`config.mk`:
```
export PLATFORM = sky130hd
export DESIGN_NAME = gb3_out
export DESIGN_NICKNAME = d
export VERILOG_FILES = /design/src/hw/rtl/gb3_pkg.sv /design/src/hw/rtl/gb3_out.sv
export SDC_FILE = /design/constraint.sdc
export NUM_CORES = 1
export LEC_CHECK = 0
export BUFFER_PORTS_ARGS = -buffer_cell sky130_fd_sc_hd__buf_4
export CAP_MARGIN = 5
export CORE_MARGIN = 2
export CORE_UTILIZATION = 52
export CTS_CLUSTER_DIAMETER = 200
export CTS_CLUSTER_SIZE = 8
export DETAILED_ROUTE_END_ITERATION = 10
export GPL_ROUTABILITY_DRIVEN = 1
export PLACE_DENSITY = 0.86
export SYNTH_ARGS = -nofsm -noshare
export SYNTH_HDL_FRONTEND = slang
export SYNTH_SLANG_ARGS = --single-unit
```
`constraint.sdc`:
```
create_clock -name clk -period 6.7 [get_ports clk]
set_clock_uncertainty 0.1 [all_clocks]
set_input_delay 0.67 -clock clk [delete_from_list [all_inputs] [get_ports clk]]
set_output_delay 0.67 -clock clk [all_outputs]
set_load 0.02 [all_outputs]
```
`src/hw/rtl/gb3_pkg.sv`:
```
package gb3_pkg;

	localparam int MAX_SIDE = 4096;
	localparam int SIDE_W   = 13;
	localparam int COORD_W  = 12;
	localparam int PIX_W    = 8;
	localparam int SUM_W    = 12;
	localparam int NRES     = 4;

	// Reciprocal of nine in 16 fractional bits; exact floor for sums below 2296.
	localparam logic [12:0] DIV9_MUL = 13'd7282;

	typedef enum logic [1:0] {
		SEL_MID  = 2'd0,
		SEL_LOW  = 2'd1,
		SEL_HIGH = 2'd2
	} sel_t;

	typedef logic [2:0][2:0][PIX_W-1:0] win_t;

	typedef struct packed {
		logic [COORD_W-1:0] row;
		logic [COORD_W-1:0] col;
		sel_t               rsel;
		sel_t               csel;
		logic               corner;
		logic               last;
		logic               done;
	} res_desc_t;

	typedef struct packed {
		win_t                       win;
		logic [NRES-1:0]            mask;
		res_desc_t [NRES-1:0]       desc;
	} grp_t;

	function automatic logic [1:0] tap_idx(sel_t s, logic [1:0] i);
		case (s)
			SEL_LOW:  tap_idx = (i == 2'd0) ? 2'd1 : i;
			SEL_HIGH: tap_idx = (i == 2'd0) ? 2'd1 : 2'd2;
			default:  tap_idx = i;
		endcase
	endfunction

	function automatic logic [1:0] centre_idx(sel_t s);
		centre_idx = (s == SEL_HIGH) ? 2'd2 : 2'd1;
	endfunction

	function automatic logic [1:0] outer_idx(sel_t s);
		case (s)
			SEL_LOW:  outer_idx = 2'd2;
			SEL_HIGH: outer_idx = 2'd1;
			default:  outer_idx = 2'd0;
		endcase
	endfunction

endpackage

```
`src/hw/rtl/gb3_out.sv`:
```
module gb3_out (
	input  logic                          clk,
	input  logic                          arst_n,
	input  logic                          grp_load,
	input  gb3_pkg::grp_t                 grp,
	output logic                          grp_ready,
	output logic                          result_valid,
	input  logic                          result_ready,
	output logic [gb3_pkg::PIX_W-1:0]     value,
	output logic [gb3_pkg::COORD_W-1:0]   out_row,
	output logic [gb3_pkg::COORD_W-1:0]   out_col,
	output logic                          last_of_run,
	output logic                          frame_done
);

	gb3_pkg::grp_t               g_q;
	logic [gb3_pkg::NRES-1:0]    g_mask_q;
	logic [1:0]                  idx;
	gb3_pkg::res_desc_t          d;
	logic                        busy;
	logic                        issue;
	logic                        s3_free;
	logic                        out_adv;
	logic [gb3_pkg::PIX_W-1:0]   px;
	logic [gb3_pkg::SUM_W-1:0]   sum_full;
	logic [gb3_pkg::SUM_W-1:0]   sum_corner;
	logic [1:0]                  cr, cc, orr, oc;

	logic                        s3_valid;
	logic [gb3_pkg::SUM_W-1:0]   sum_s3;
	gb3_pkg::res_desc_t          d_s3;
	logic [24:0]                 prod;

	assign busy    = |g_mask_q;
	assign out_adv = !result_valid || result_ready;
	assign s3_free = !s3_valid || out_adv;
	assign issue   = busy && s3_free;
	assign grp_ready = !busy || (issue && $onehot(g_mask_q));

	always_comb begin
		if (g_mask_q[0]) idx = 2'd0;
		else if (g_mask_q[1]) idx = 2'd1;
		else if (g_mask_q[2]) idx = 2'd2;
		else idx = 2'd3;
	end

	assign d = g_q.desc[idx];

	always_comb begin
		sum_full = '0;
		px = '0;
		for (int i = 0; i < 3; i++) begin
			for (int j = 0; j < 3; j++) begin
				px = g_q.win[gb3_pkg::tap_idx(d.rsel, 2'(i))][gb3_pkg::tap_idx(d.csel, 2'(j))];
				sum_full = sum_full + (gb3_pkg::SUM_W'(px) << (((i == 1) ? 1 : 0) + ((j == 1) ? 1 : 0)));
			end
		end
	end

	assign cr  = gb3_pkg::centre_idx(d.rsel);
	assign cc  = gb3_pkg::centre_idx(d.csel);
	assign orr = gb3_pkg::outer_idx(d.rsel);
	assign oc  = gb3_pkg::outer_idx(d.csel);
	assign sum_corner = (gb3_pkg::SUM_W'(g_q.win[cr][cc]) << 2)
		+ (gb3_pkg::SUM_W'(g_q.win[cr][oc]) << 1)
		+ (gb3_pkg::SUM_W'(g_q.win[orr][cc]) << 1)
		+ gb3_pkg::SUM_W'(g_q.win[orr][oc]);

	always_ff @(posedge clk or negedge arst_n) begin
		if (!arst_n) begin
			g_mask_q <= '0;
		end else if (grp_load && (|grp.mask)) begin
			g_mask_q <= grp.mask;
		end else if (issue) begin
			g_mask_q[idx] <= 1'b0;
		end
	end

	always_ff @(posedge clk) begin
		if (grp_load && (|grp.mask)) begin
			g_q <= grp;
		end
	end

	always_ff @(posedge clk or negedge arst_n) begin
		if (!arst_n) begin
			s3_valid <= 1'b0;
		end else if (s3_free) begin
			s3_valid <= issue;
		end
	end

	always_ff @(posedge clk) begin
		if (issue) begin
			sum_s3 <= d.corner ? sum_corner : sum_full;
			d_s3   <= d;
		end
	end

	assign prod = 25'(sum_s3) * 25'(gb3_pkg::DIV9_MUL);

	always_ff @(posedge clk or negedge arst_n) begin
		if (!arst_n) begin
			result_valid <= 1'b0;
		end else if (out_adv) begin
			result_valid <= s3_valid;
		end
	end

	always_ff @(posedge clk) begin
		if (out_adv && s3_valid) begin
			value       <= d_s3.corner ? prod[23:16] : sum_s3[11:4];
			out_row     <= d_s3.row;
			out_col     <= d_s3.col;
			last_of_run <= d_s3.last;
			frame_done  <= d_s3.done;
		end
	end

	a_done_diag: assert property (@(posedge clk) disable iff (!arst_n)
		result_valid && frame_done |-> out_row == out_col)
		else $error("frame_done on a pixel off the diagonal");

	a_s3_hold: assert property (@(posedge clk) disable iff (!arst_n)
		s3_valid && !s3_free |=> s3_valid && $stable(sum_s3))
		else $error("stalled sum stage changed");

	a_load_mask: assert property (@(posedge clk) disable iff (!arst_n)
		grp_load && (|grp.mask) |-> grp_ready)
		else $error("group loaded while the previous one is still pending");

	a_issue_busy: assert property (@(posedge clk) disable iff (!arst_n)
		issue |=> s3_valid)
		else $error("issued result lost before the sum stage");

endmodule

```
==> flow_metrics.env, run 1 <==
export IMPL_crit_path_end_kind="flip-flop"
export IMPL_path_max_fanout=13
export IMPL_final_common_cell="buf_4"
export IMPL_cp_arrival_ns=6.57
export IMPL_firstDrtPassIters=5
export IMPL_grt_pass1_wl_mm=55.2
export IMPL_worst_pin_slew_ns=1.11
export IMPL_final_nets=1788
export IMPL_avgSynthCellArea_um2=14.2
export IMPL_drive_gt1_frac=0.289
export IMPL_final_cell_mix="buf_4, edfxtp_1, inv_1, fa_1, ha_1"
export IMPL_dp_hpwl_mm=25.4
export IMPL_setup_viol=0
export IMPL_maxCapViolations=0
export IMPL_rows=63
export IMPL_grt_max_degree=201
export IMPL_area_growth_pct=23.2
export IMPL_die_w_um=178
export IMPL_via_per_inst=5.47
export IMPL_finalMaxSlewViolations=0
export IMPL_initial_core_util=0.530
export IMPL_diodes=0
export IMPL_place_area_um2=18200
export IMPL_required_ns=6.88
export IMPL_die_h_um=178
export IMPL_relSlewSlack=0.257
export IMPL_dr_first_iter_drc_count=619
export IMPL_clockBufferDepth=3
export IMPL_synth_top_family_by_area="adder cells"
export IMPL_synth_area_um2=15800
export IMPL_postRouteWirelength_mm=35.2
export IMPL_vias=9822
export IMPL_insertion_delay_ns=0.55
export IMPL_crit_top_cell="fa_1"
export IMPL_ios=240
export IMPL_synthArstFlopShare=0.0218
export IMPL_synth_fa_ha_area_frac=0.203
export IMPL_crit_type="reg2reg"
export IMPL_hold_path_class="in2reg"
export IMPL_grt_pass1_vias=10660
export IMPL_cts_sinks=275
export IMPL_track_usage=0.226
export IMPL_synth_compound_area_frac=0.0648
export IMPL_cp_slowest_cell="mux4_2"
export IMPL_core_area_um2=29800
export IMPL_max_stage_delay_ns=0.55
export IMPL_wl_per_cell_um=19.6
export IMPL_clock_fmax_mhz=157
export IMPL_period_minus_slack_ns=6.39
export IMPL_synthXorXnorAreaFrac=0.0105
export IMPL_ys_types=51
export IMPL_clockRootBuffer="clkbuf_16"
export IMPL_synth_edf_count=269
export IMPL_netlist_instances=1112
export IMPL_drcViolationCount=0
export IMPL_cts_tree="built"
export IMPL_path_cells="inv_2, a21oi_4, mux4_2, ha_1, buf_12, mux2_2, nor2_1, a21oi_1, fa_1, fa_1, fa_1, inv_1, fa_1, inv_1, ha_1, fa_2, a21o_1, a21oi_2, o21ai_1, o41ai_2, xor2_1, o21ai_0"
export IMPL_fillCellCount=2082
export IMPL_synth_seq_cells=275
export IMPL_holdWs_ns=0.195
export IMPL_numPortBuffers=239
export IMPL_gr_total_overflow=0
export IMPL_antenna_found_initial=0
export IMPL_report_final_hold_viol_count=0
export IMPL_place_gp_congestion=0.865
export IMPL_synth_ff_type="edfxtp_1"
export IMPL_ctsHtreeMaxLevel=2
export IMPL_synthMuxAreaShare=0.118
export IMPL_synth_simple_area_share=0.0377
export IMPL_syn_nets=1513
export IMPL_synth_warning_count=0
export IMPL_dieArea_um2=31800
export IMPL_detail_route_antenna_nets=0
export IMPL_cts_clk_slew_worst_paths_ns=0.06
export IMPL_synth_seq_area_share=0.521
export IMPL_design_area_um2=19400
export IMPL_fin_crit_sh=0.953
export IMPL_cts_buffers=40
export IMPL_timing_critical_path_from_type="flip-flop"
export IMPL_outcome="finished, final reports clean"
layout make-up:
cell class / instances / area (µm²) / share of cell area
clock buffer: 58 / 1070 / 0.0550
clock inverter: 4 / 87.6 / 0.00450
inverter: 135 / 510 / 0.0263
multi-input combinational: 657 / 6920 / 0.356
sequential: 275 / 8230 / 0.423
tap: 390 / 488 / 0.0251
timing repair buffer: 278 / 2140 / 0.110
logic make-up after synthesis:
| logic type | count (synthesis) |
|---|---|
| xor+xnor | 19 |
| mux | 142 |
| flops | 275 |
| buf+inv | 180 |
| fa+ha+maj | 197 |
| compound gates | 162 |
| simple gates | 137 |
synthesized netlist by cell type, drive strengths merged (2+ instances only):
master    n  area, µm²
mux2i    78        781
o22ai    21        131
a21oi    36        184
nor2     35        131
nand2b    5       31.3
a21o     10       75.1
o21ai    44        224
buf      24        116
clkbuf   21       78.8
nor2b    10       62.6
a31oi     2       12.5
nand2    70        263
ha       98       1230
a31o      2       17.5
mux2     32        360
edfxtp  269       8080
o41ai     3       26.3
xor2     12        105
nor3      4       20.0
xnor2     7       61.3
mux4     32        721
nand4     2       12.5
o211ai    2       15.0
o221ai    9       78.8
o21a      8       60.1
inv     135        507
dfrtp     6        150
nand3     3       15.0
fa       99       1980
o21bai    3       22.5
a211oi   14        105
worst paths after layout:
path / start / to / slack (ns) / cells past startpoint
min reg2reg: d_s3[11]$_DFFE_PP_ / out_col[4]$_DFFE_PP_ / 0.31 / 0
max in group asynchronous: arst_n / g_mask_q[2]$_DFFE_PN0P_ / 5.99 / 2
max: g_mask_q[1]$_DFFE_PN0P_ / sum_s3[11]$_DFFE_PP_ / 0.31 / 22
min: grp[196] / g_q[196]$_DFFE_PP_ / 0.20 / 1
min in group asynchronous: arst_n / g_mask_q[1]$_DFFE_PN0P_ / 0.38 / 2
max reg2reg: g_mask_q[1]$_DFFE_PN0P_ / sum_s3[11]$_DFFE_PP_ / 0.31 / 22
worst max-delay path, delay by kind of cell (launching register included):
kind,cells,cell delay (ns)
XOR/XNOR,1,0.18
buffers and inverters,4,0.34
adder cells (fa/ha/maj),7,3.02
AO/OA/AOI/OAI,7,1.09
flip-flops,1,0.38
AND/OR/NAND/NOR,1,0.09
multiplexers,2,0.90
metrics by stage:
stage	TNS [ns]	utilization	std cells	setup WS, ns
floorplan	0	-	1112	0.00230
global placement	0	0.610	1728	0.125
detailed placement	-0.0479	0.610	1728	-0.0479
CTS	0	0.650	1792	0.00266
global route	-0.0185	0.653	1797	-0.0185
finish	0	0.653	1797	0.314
state kept, by name, summed over array words and instances, names as in the netlist:
| name | count |
|---|---|
| d_s3 | 27 |
| last_of_run | 1 |
| frame_done | 1 |
| g_mask_q | 4 |
| out_col | 12 |
| result_valid | 1 |
| out_row | 12 |
| value | 8 |
| s3_valid | 1 |
| sum_s3 | 12 |
| g_q | 196 |
per-layer routing:
metal | vias up | global-route usage | share of wire
met2 | 341 | 0.400 | 0.52
met4 | 0 | 0.0904 | 0.039
met1 | 4810 | 0.280 | 0.39
li1 | 4581 | - | -
met5 | - | 0 | 0
met3 | 90 | 0.0311 | 0.049
repair_timing:
action,CTS,global route
pin swaps,3,3
endpoints found under the hold margin,6,0
endpoints found under the setup margin,1,4
gates resized for setup,5,11
hold buffers,1,0
buffers inserted,1,5
Power of run 1 is left out: the tool's default activity adds up to more than one toggle a clock period on the data nets, which glitch-free logic cannot reach.
==> run 2: changes to the inputs <==
PLACE_DENSITY = unset   (was 0.86)
PLACE_DENSITY_LB_ADDON = 0.05   (was unset)
==> run 2 against run 1 <==
Against the previous run:
- die area did not move
- final cell count fell by 0.11%
- critical path type unchanged
- first-iteration DRC count fell by 12%
- count of clock-buffer cells in the layout fell by 10
- flip-flop and latch count did not move
- setup slack got worse by 0.023 ns
- hold slack improved by 0.020 ns
- register-to-register slack got worse by 0.02 ns
==> flow_metrics.env, run 2 (synthesis gave the netlist of run 1 again) <==
export IMPL_ios=240
export IMPL_path_max_fanout=6
export IMPL_rr_worst_depth=24
export IMPL_finalMaxSlewViolations=0
export IMPL_startpoint="g_mask_q[1]$_DFFE_PN0P_"
export IMPL_cts_sinks=275
export IMPL_grt_max_degree=201
export IMPL_largest_reg_flops=196
export IMPL_outcome="finished, final reports clean"
export IMPL_required_ns=6.85
export IMPL_gr_total_overflow=0
export IMPL_grt_pass1_vias=10132
export IMPL_clockBufferDepth=3
export IMPL_holdPathStages=1
export IMPL_holdWs_ns=0.215
export IMPL_die_w_um=178
export IMPL_crit_path_end_kind="flip-flop"
export IMPL_dieArea_um2=31800
export IMPL_antenna_found_initial=0
export IMPL_dr_first_iter_drc_count=546
export IMPL_period_minus_slack_ns=6.41
export IMPL_hp_start="grp[158]"
export IMPL_drive_gt1_frac=0.299
export IMPL_reg2reg_to="sum_s3[11]$_DFFE_PP_"
export IMPL_cts_buffers=40
export IMPL_track_usage=0.214
export IMPL_setup_viol=0
export IMPL_seqCellArea_um2=8230
export IMPL_multiInputGateArea_um2=6960
export IMPL_final_nets=1795
export IMPL_grt_pass1_wl_mm=52.5
export IMPL_drcViolationCount=0
export IMPL_numPortBuffers=239
export IMPL_firstDrtPassIters=5
export IMPL_cts_tree="built"
export IMPL_maxCapViolations=0
export IMPL_cts_clk_slew_worst_paths_ns=0.05
export IMPL_fin_crit_sh=0.957
export IMPL_worst_pin_slew_ns=1.04
export IMPL_area_growth_pct=23.4
export IMPL_report_final_hold_viol_count=0
export IMPL_ctsHtreeMaxLevel=2
export IMPL_detail_route_antenna_nets=0
export IMPL_regMostFlops="g_q"
export IMPL_crit_type="reg2reg"
export IMPL_timing_critical_path_from_type="flip-flop"
export IMPL_insertion_delay_ns=0.53
export IMPL_reg_top3="g_q x196, d_s3 x27"
export IMPL_setup_ws_ns=0.291
export IMPL_clockRootBuffer="clkbuf_16"
export IMPL_rows=63
export IMPL_initial_core_util=0.530
export IMPL_pre_cts_slack_ns=-0.0934
export IMPL_dp_hpwl_mm=24.7
export IMPL_fillCellCount=2258
export IMPL_via_per_inst=5.34
export IMPL_clock_fmax_mhz=156
export IMPL_wl_per_cell_um=18.4
export IMPL_min_to="g_q[158]$_DFFE_PP_"
export IMPL_relSlewSlack=0.305
export IMPL_postRouteWirelength_mm=33.1
export IMPL_core_area_um2=29800
export IMPL_hold_path_class="in2reg"
export IMPL_r2r_start="g_mask_q[1]$_DFFE_PN0P_"
export IMPL_vias=9577
export IMPL_final_cell_mix="buf_4, edfxtp_1, inv_1, fa_1, ha_1"
export IMPL_cp_arrival_ns=6.56
export IMPL_reg2reg_setup_slack_ns=0.29
export IMPL_die_h_um=178
export IMPL_place_gp_congestion=0.828
export IMPL_final_common_cell="buf_4"
-- run 2: cell count changes in the layout (fill, tap and decap cells not counted), sizes merged --
| cell | change |
|---|---|
| clkinvlp | -1 |
| inv | +1 |
| clkbuf | -10 |
| diode | +1 |
| buf | +7 |
-- run 2: layout make-up --
class / count / area share
flip-flops and latches: 275 / 0.423
multi-input cells: 657 / 0.358
repair buffers: 285 / 0.111
clock buffers: 48 / 0.0529
inverters: 135 / 0.0262
well taps: 390 / 0.0251
clock inverters: 4 / 0.00392
diodes: 1 / 0.000129
-- run 2: worst max-delay path by stage --
stage | slack (ns) | to | cells after the start
final | 0.29 | sum_s3[11]$_DFFE_PP_ | 24
after global placement | 0.09 | sum_s3[11]$_DFFE_PP_ | 23
after CTS | 0.02 | sum_s3[11]$_DFFE_PP_ | 23
after global routing | -0.04 | sum_s3[11]$_DFFE_PP_ | 25
after detailed placement | -0.09 | sum_s3[11]$_DFFE_PP_ | 24
after floorplan | 0.002 | sum_s3[11]$_DFFE_PP_ | 27
-- run 2: what timing repair did --
item / CTS / global route
buffers inserted: 0 / 13
gates resized for setup: 3 / 21
hold endpoints to repair: 6 / 0
pin swaps: 0 / 5
endpoints found under the setup margin: 1 / 3
hold buffers: 1 / 0
-- run 2: worst max-delay path: stages (launching register included) --
cell and delay [ns]:
dfrtp_1 0.37, inv_1 0.09, a21oi_4 0.22, mux4_2 0.60, inv_2 0.10, ha_4 0.19, buf_4 0.17, buf_4 0.13
mux2_2 0.34, o21a_1 0.22, inv_1 0.09, fa_1 0.41, inv_1 0.08, fa_1 0.43, fa_1 0.49, inv_1 0.06
fa_1 0.53, inv_1 0.07, fa_2 0.40, a21o_1 0.17, a21oi_2 0.18, o21ai_2 0.10, o41ai_2 0.31, xor2_1 0.17
o21ai_0 0.09
-- run 2: routing by layer --
layer  global-route usage  vias up  wire [µm]
li1                     -     4583          -
met2                0.359      261      16100
met4               0.0508        0        661
met1                0.273     4679      13700
met5                    0        -          0
met3               0.0665       54       2650
-- run 2: metrics by stage --
stage / setup TNS, ns / cell area, µm² / std cells / utilization
3_3_place_gp: 0 / 18200 / 1728 / 0.610
2_1_floorplan: 0 / 15800 / 1112 / -
5_1_grt: -0.0458 / 19500 / 1794 / 0.653
4_1_cts: 0 / 19300 / 1781 / 0.648
6_report: 0 / 19500 / 1795 / 0.653
3_5_place_dp: -0.0934 / 18200 / 1728 / 0.610
Power of run 2 is left out for the same reason.
